==> src/rtl/rcot_pkg.sv <==
`timescale 1ns / 1ps
// ----------------------------------------------------------------------------
// rcot_pkg: shared constants and types for the range count ones tree.
// Holds tree sizing, bus widths and the controller/datapath interface structs.
// ----------------------------------------------------------------------------
package rcot_pkg;

   localparam int POSITIONS  = 1024;
   localparam int MEM_DEPTH  = 2 * POSITIONS;
   localparam int ADDR_W     = $clog2(MEM_DEPTH);
   localparam int PTR_W      = ADDR_W + 1;
   localparam int IDX_W      = 11;
   localparam int VAL_W      = 32;
   localparam int CNT_W      = 11;
   localparam int REQ_DATA_W = ((2 * IDX_W + VAL_W + 7) / 8) * 8;
   localparam int RSP_DATA_W = ((CNT_W + 7) / 8) * 8;

   localparam logic KIND_SET   = 1'b0;
   localparam logic KIND_COUNT = 1'b1;

   typedef struct packed {
      logic clear_step;
      logic load;
      logic prep;
      logic leaf;
      logic up;
      logic lo_step;
      logic hi_step;
      logic finish;
   } cmd_type;

   typedef struct packed {
      logic clear_last;
      logic kind;
      logic set_valid;
      logic at_root;
      logic lo_lt_hi;
      logic out_full;
   } status_type;

endpackage

==> src/rtl/rcot_ctrl.sv <==
`timescale 1ns / 1ps
// ----------------------------------------------------------------------------
// rcot_ctrl: controller of the range count ones tree.
// Sequences the clearing pass, the leaf-to-root update and the range walk.
// ----------------------------------------------------------------------------
module rcot_ctrl (
   input  logic                  clock,
   input  logic                  reset,
   input  logic                  req_tvalid,
   output logic                  req_tready,
   input  rcot_pkg::status_type  status,
   output rcot_pkg::cmd_type     cmd
);
   import rcot_pkg::*;

   localparam logic [2:0] ST_CLEAR = 3'd0;
   localparam logic [2:0] ST_IDLE  = 3'd1;
   localparam logic [2:0] ST_START = 3'd2;
   localparam logic [2:0] ST_LEAF  = 3'd3;
   localparam logic [2:0] ST_UP    = 3'd4;
   localparam logic [2:0] ST_LO    = 3'd5;
   localparam logic [2:0] ST_HI    = 3'd6;
   localparam logic [2:0] ST_DONE  = 3'd7;

   logic [2:0] state_ff, state_in;

   always_comb begin
      state_in   = state_ff;
      cmd        = '0;
      req_tready = 1'b0;
      unique case (state_ff)
         ST_CLEAR: begin
            cmd.clear_step = 1'b1;
            if (status.clear_last) begin
               state_in = ST_IDLE;
            end
         end
         ST_IDLE: begin
            req_tready = 1'b1;
            if (req_tvalid) begin
               cmd.load = 1'b1;
               state_in = ST_START;
            end
         end
         ST_START: begin
            cmd.prep = 1'b1;
            if (status.kind == KIND_COUNT) begin
               state_in = ST_LO;
            end else if (status.set_valid) begin
               state_in = ST_LEAF;
            end else begin
               state_in = ST_IDLE;
            end
         end
         ST_LEAF: begin
            cmd.leaf = 1'b1;
            state_in = ST_UP;
         end
         ST_UP: begin
            cmd.up = 1'b1;
            if (status.at_root) begin
               state_in = ST_IDLE;
            end
         end
         ST_LO: begin
            cmd.lo_step = 1'b1;
            state_in    = status.lo_lt_hi ? ST_HI : ST_DONE;
         end
         ST_HI: begin
            cmd.hi_step = 1'b1;
            state_in    = ST_LO;
         end
         ST_DONE: begin
            if (!status.out_full) begin
               cmd.finish = 1'b1;
               state_in   = ST_IDLE;
            end
         end
         default: begin
            state_in = ST_IDLE;
         end
      endcase
   end

   always_ff @(posedge clock) begin
      if (reset) begin
         state_ff <= ST_CLEAR;
      end else begin
         state_ff <= state_in;
      end
   end

endmodule

==> config.mk <==
export PLATFORM = sky130hd
export DESIGN_NAME = rcot_ctrl
export DESIGN_NICKNAME = d
export VERILOG_FILES = /design/src/rtl/rcot_pkg.sv /design/src/rtl/rcot_ctrl.sv
export SDC_FILE = /design/constraint.sdc
export NUM_CORES = 1
export LEC_CHECK = 0
export BUFFER_PORTS_ARGS = -buffer_cell sky130_fd_sc_hd__buf_2
export CAP_MARGIN = 20
export CORE_AREA = 2 2 39 41
export CTS_CLUSTER_SIZE = 24
export DETAILED_ROUTE_END_ITERATION = 10
export DIE_AREA = 0 0 41 43
export SYNTH_ARGS = -nofsm -noshare
export SYNTH_HDL_FRONTEND = slang
export SYNTH_SLANG_ARGS = --single-unit
==> constraint.sdc <==
create_clock -name clock -period 1.11 [get_ports clock]
set_input_delay 0.1665 -clock clock [delete_from_list [all_inputs] [get_ports clock]]
set_output_delay 0.1665 -clock clock [all_outputs]
set_load 0.005 [all_outputs]
==> flow_summary.ini <==
[status]
status = finished, violations left
violations = setup timing

[floorplan]
die_h_um = 43
io_pins = 18
die_x_um = 41
start_util_pct = 18.1
die-area_sq_mm = 0.00176
rows = 14
fp.coreArea_sq_mm = 0.00138

[worst_setup_path]
reg2regPathDepth = 4
reg2reg_from = state_ff[2]$_SDFFE_PP0P_
required_ns = 0.94
rr_endpoint = state_ff[0]$_SDFFE_PP0P_
cp-end-kind = output pin
endpoint = cmd[6]
worstSetupPathType = reg2out
worstSetupStartpoint = state_ff[2]$_SDFFE_PP0P_
worstSetupStartpointType = flip-flop
r2r_slack_ns = 0.02
critPathArrivalTime_ns = 1.08
cp_max_fo = 5

[route]
wl_met2_um = 468
drt-met1-wl_um = 315
avgViaCountPerCell = 4.56
drt_iter0_drc = 3
drc = 0
routedWlPerCell_um = 11.0
antenna_left = 0
highest-signal-layer = met4
num_vias = 360
wl_um = 867
firstDrtPassIters = 4
wl_met3_um = 67

[layout]
multi_input_area_sq_um = 180
diodes = 0
regArea_sq_um = 68.8
nFillCells = 151
drive_above_1_share_pct = 69.8
largest_reg_flops = 3
layout.nets = 73
reg.largest.list = state_ff x3
final_core_util_pct = 35.6
regMostFlops = state_ff
fin_area_sq_um = 493
instances_no_fill = 79
syn_to_final_growth_pct = 97.0

[sta]
final_hold_viol_count = 0
worst_pin_slew_ns = 0.245
setup_viol = 8
final_max_slew_viol_count = 0
clock.fmax_mhz = 802
layout_setup_ws_ns = -0.137
setup_tns_ns = -0.635
maxSlewHeadroom_pct = 83.6
final.period_utilization_pct = 112
fin_crit_ns = 1.25
skew_ns = 0.00341
rsz0062_at_grt = true

[yosys]
synthArstFlopShare_pct = 0
yosys-top-cells-area = dfxtp_1 (24%), a2111oi_2 (6.0%), nor2_1 (6.0%), nor3b_1 (6.0%), nor3b_2 (5.0%)
syn_inst = 32
yosys_register_bits = 3
netlist_top_cells_count = nor2_1 (4), dfxtp_1 (3), nand2_1 (3)
ys_warn_count = 0
ys.flop_type = dfxtp_1
yosysMostFrequentCell = nor2_1
synth_edf_count = 0
synth_nets = 41
netlist-cell-type-count = 22
synth_largest_area_cell = dfxtp_1
syn_area_sq_um = 250
yosysTopAreaCellShare_pct = 24.0
avgSynthCellArea_sq_um = 7.82
synth_seq_area_share_pct = 24.0

[pwr]
peakVddDrop_uv = 559
power_leakage_nw = 0.243
power_mw = 0.459
powerDensity_mw_per_mm2 = 931

[clock_tree]
clock_sinks = 3
clk_path_buf_depth = 2
h-tree-depth = 1
cts-root-buf = clkbuf_4
hold_buffers = 0
clk_latency_ns = 0.23
cts_tree = yes
path_clk_slew_ns = 0.04
cts-buffers-inserted = 3

[worst_hold_path]
hold_class = in2reg

[grt]
grt_pass1_vias = 333
grt_usage_pct = 10.9
overflow = 0
antenna_found_initial = 0
grt_pass1_wl_um = 1320
grt_max_degree = 6

[placed_design]
dpl.hpwl_um = 572
dpl_cell_area_sq_um = 384
dp_cells = 69
gp_congestion = 0.744
port_buffers = 17

[job]
maxCapViolCount = 0
placed cells by master, fill, tap and decap left out:
cell type,instances
inv_1,1
and2_2,1
nor3b_2,1
buf_2,18
nor2_2,2
a221oi_1,1
a2111oi_2,1
dfxtp_4,2
nand2_1,3
o22ai_1,2
a21oi_1,1
dfxtp_2,1
nor3_2,1
nand4_1,1
clkbuf_4,3
clkbuf_1,1
o21ai_1,1
buf_4,7
nor3b_1,2
mux2i_1,1
a21o_1,1
inv_4,1
buf_6,4
nor2_1,3
and2_1,1
nor3_4,1
and3_2,1
metal layers:
metal / GRT usage [%] / vias up
met4: 2.00 / 0
met3: 4.71 / 2
met1: 11.5 / 167
met5: 0 / -
met2: 19.1 / 14
li1: - / 177
how the worst min path moves through the flow:
stage	start	endpoint	slack (ns)	cells after the start
finish	reset	state_ff[2]$_SDFFE_PP0P_	0.12	2
global route	reset	state_ff[2]$_SDFFE_PP0P_	0.11	2
CTS	reset	state_ff[2]$_SDFFE_PP0P_	0.12	2
floorplan	reset	state_ff[2]$_SDFFE_PP0P_	0.24	1
global placement	reset	state_ff[2]$_SDFFE_PP0P_	0.38	2
detailed placement	reset	state_ff[2]$_SDFFE_PP0P_	0.38	2
critical path: stages (launching register included):
cell	delay (ns)
dfxtp_2	0.33
buf_6	0.13
nor3_4	0.15
and2_1	0.13
buf_2	0.10
kinds of logic after synthesis:
logic type / count (synthesis) / share of synthesized area (%)
AND/OR/NAND/NOR: 17 / 41.0
AO/OA/AOI/OAI: 7 / 21.5
buffers and inverters: 4 / 9.50
flip-flops: 3 / 24.0
multiplexers: 1 / 4.00
final cells by class:
| class | count | area share [%] |
|---|---|---|
| clock buffer | 4 | 5.33 |
| inverter | 2 | 2.03 |
| multi-input combinational | 25 | 36.5 |
| sequential | 3 | 14.0 |
| tap | 16 | 4.06 |
| timing repair buffer | 29 | 38.1 |
power breakdown:
group / switching [mW] / internal [mW] / total (mW) / leakage (nW)
Clock: 0.0597 / 0.135 / 0.195 / 0.0150
Combinational: 0.0583 / 0.0785 / 0.137 / 0.201
Sequential: 0.0123 / 0.115 / 0.128 / 0.0264
through the flow:
step,hold WS (ns),setup slack (ns)
6_report,0.123,-0.137
5_1_grt,0.115,-0.218
2_1_floorplan,0.235,0.0731
3_3_place_gp,0.376,0.0703
3_5_place_dp,0.378,0.0369
4_1_cts,0.117,-0.140
timing repair:
| item | CTS | global route |
|---|---|---|
| endpoints found under the setup margin | 8 | 11 |
| setup buffers | 3 | 1 |
| pin swaps | 5 | 1 |
| resized for setup | 14 | 2 |
| cloned | 2 | 0 |
Power figures use the tool's default switching activity.
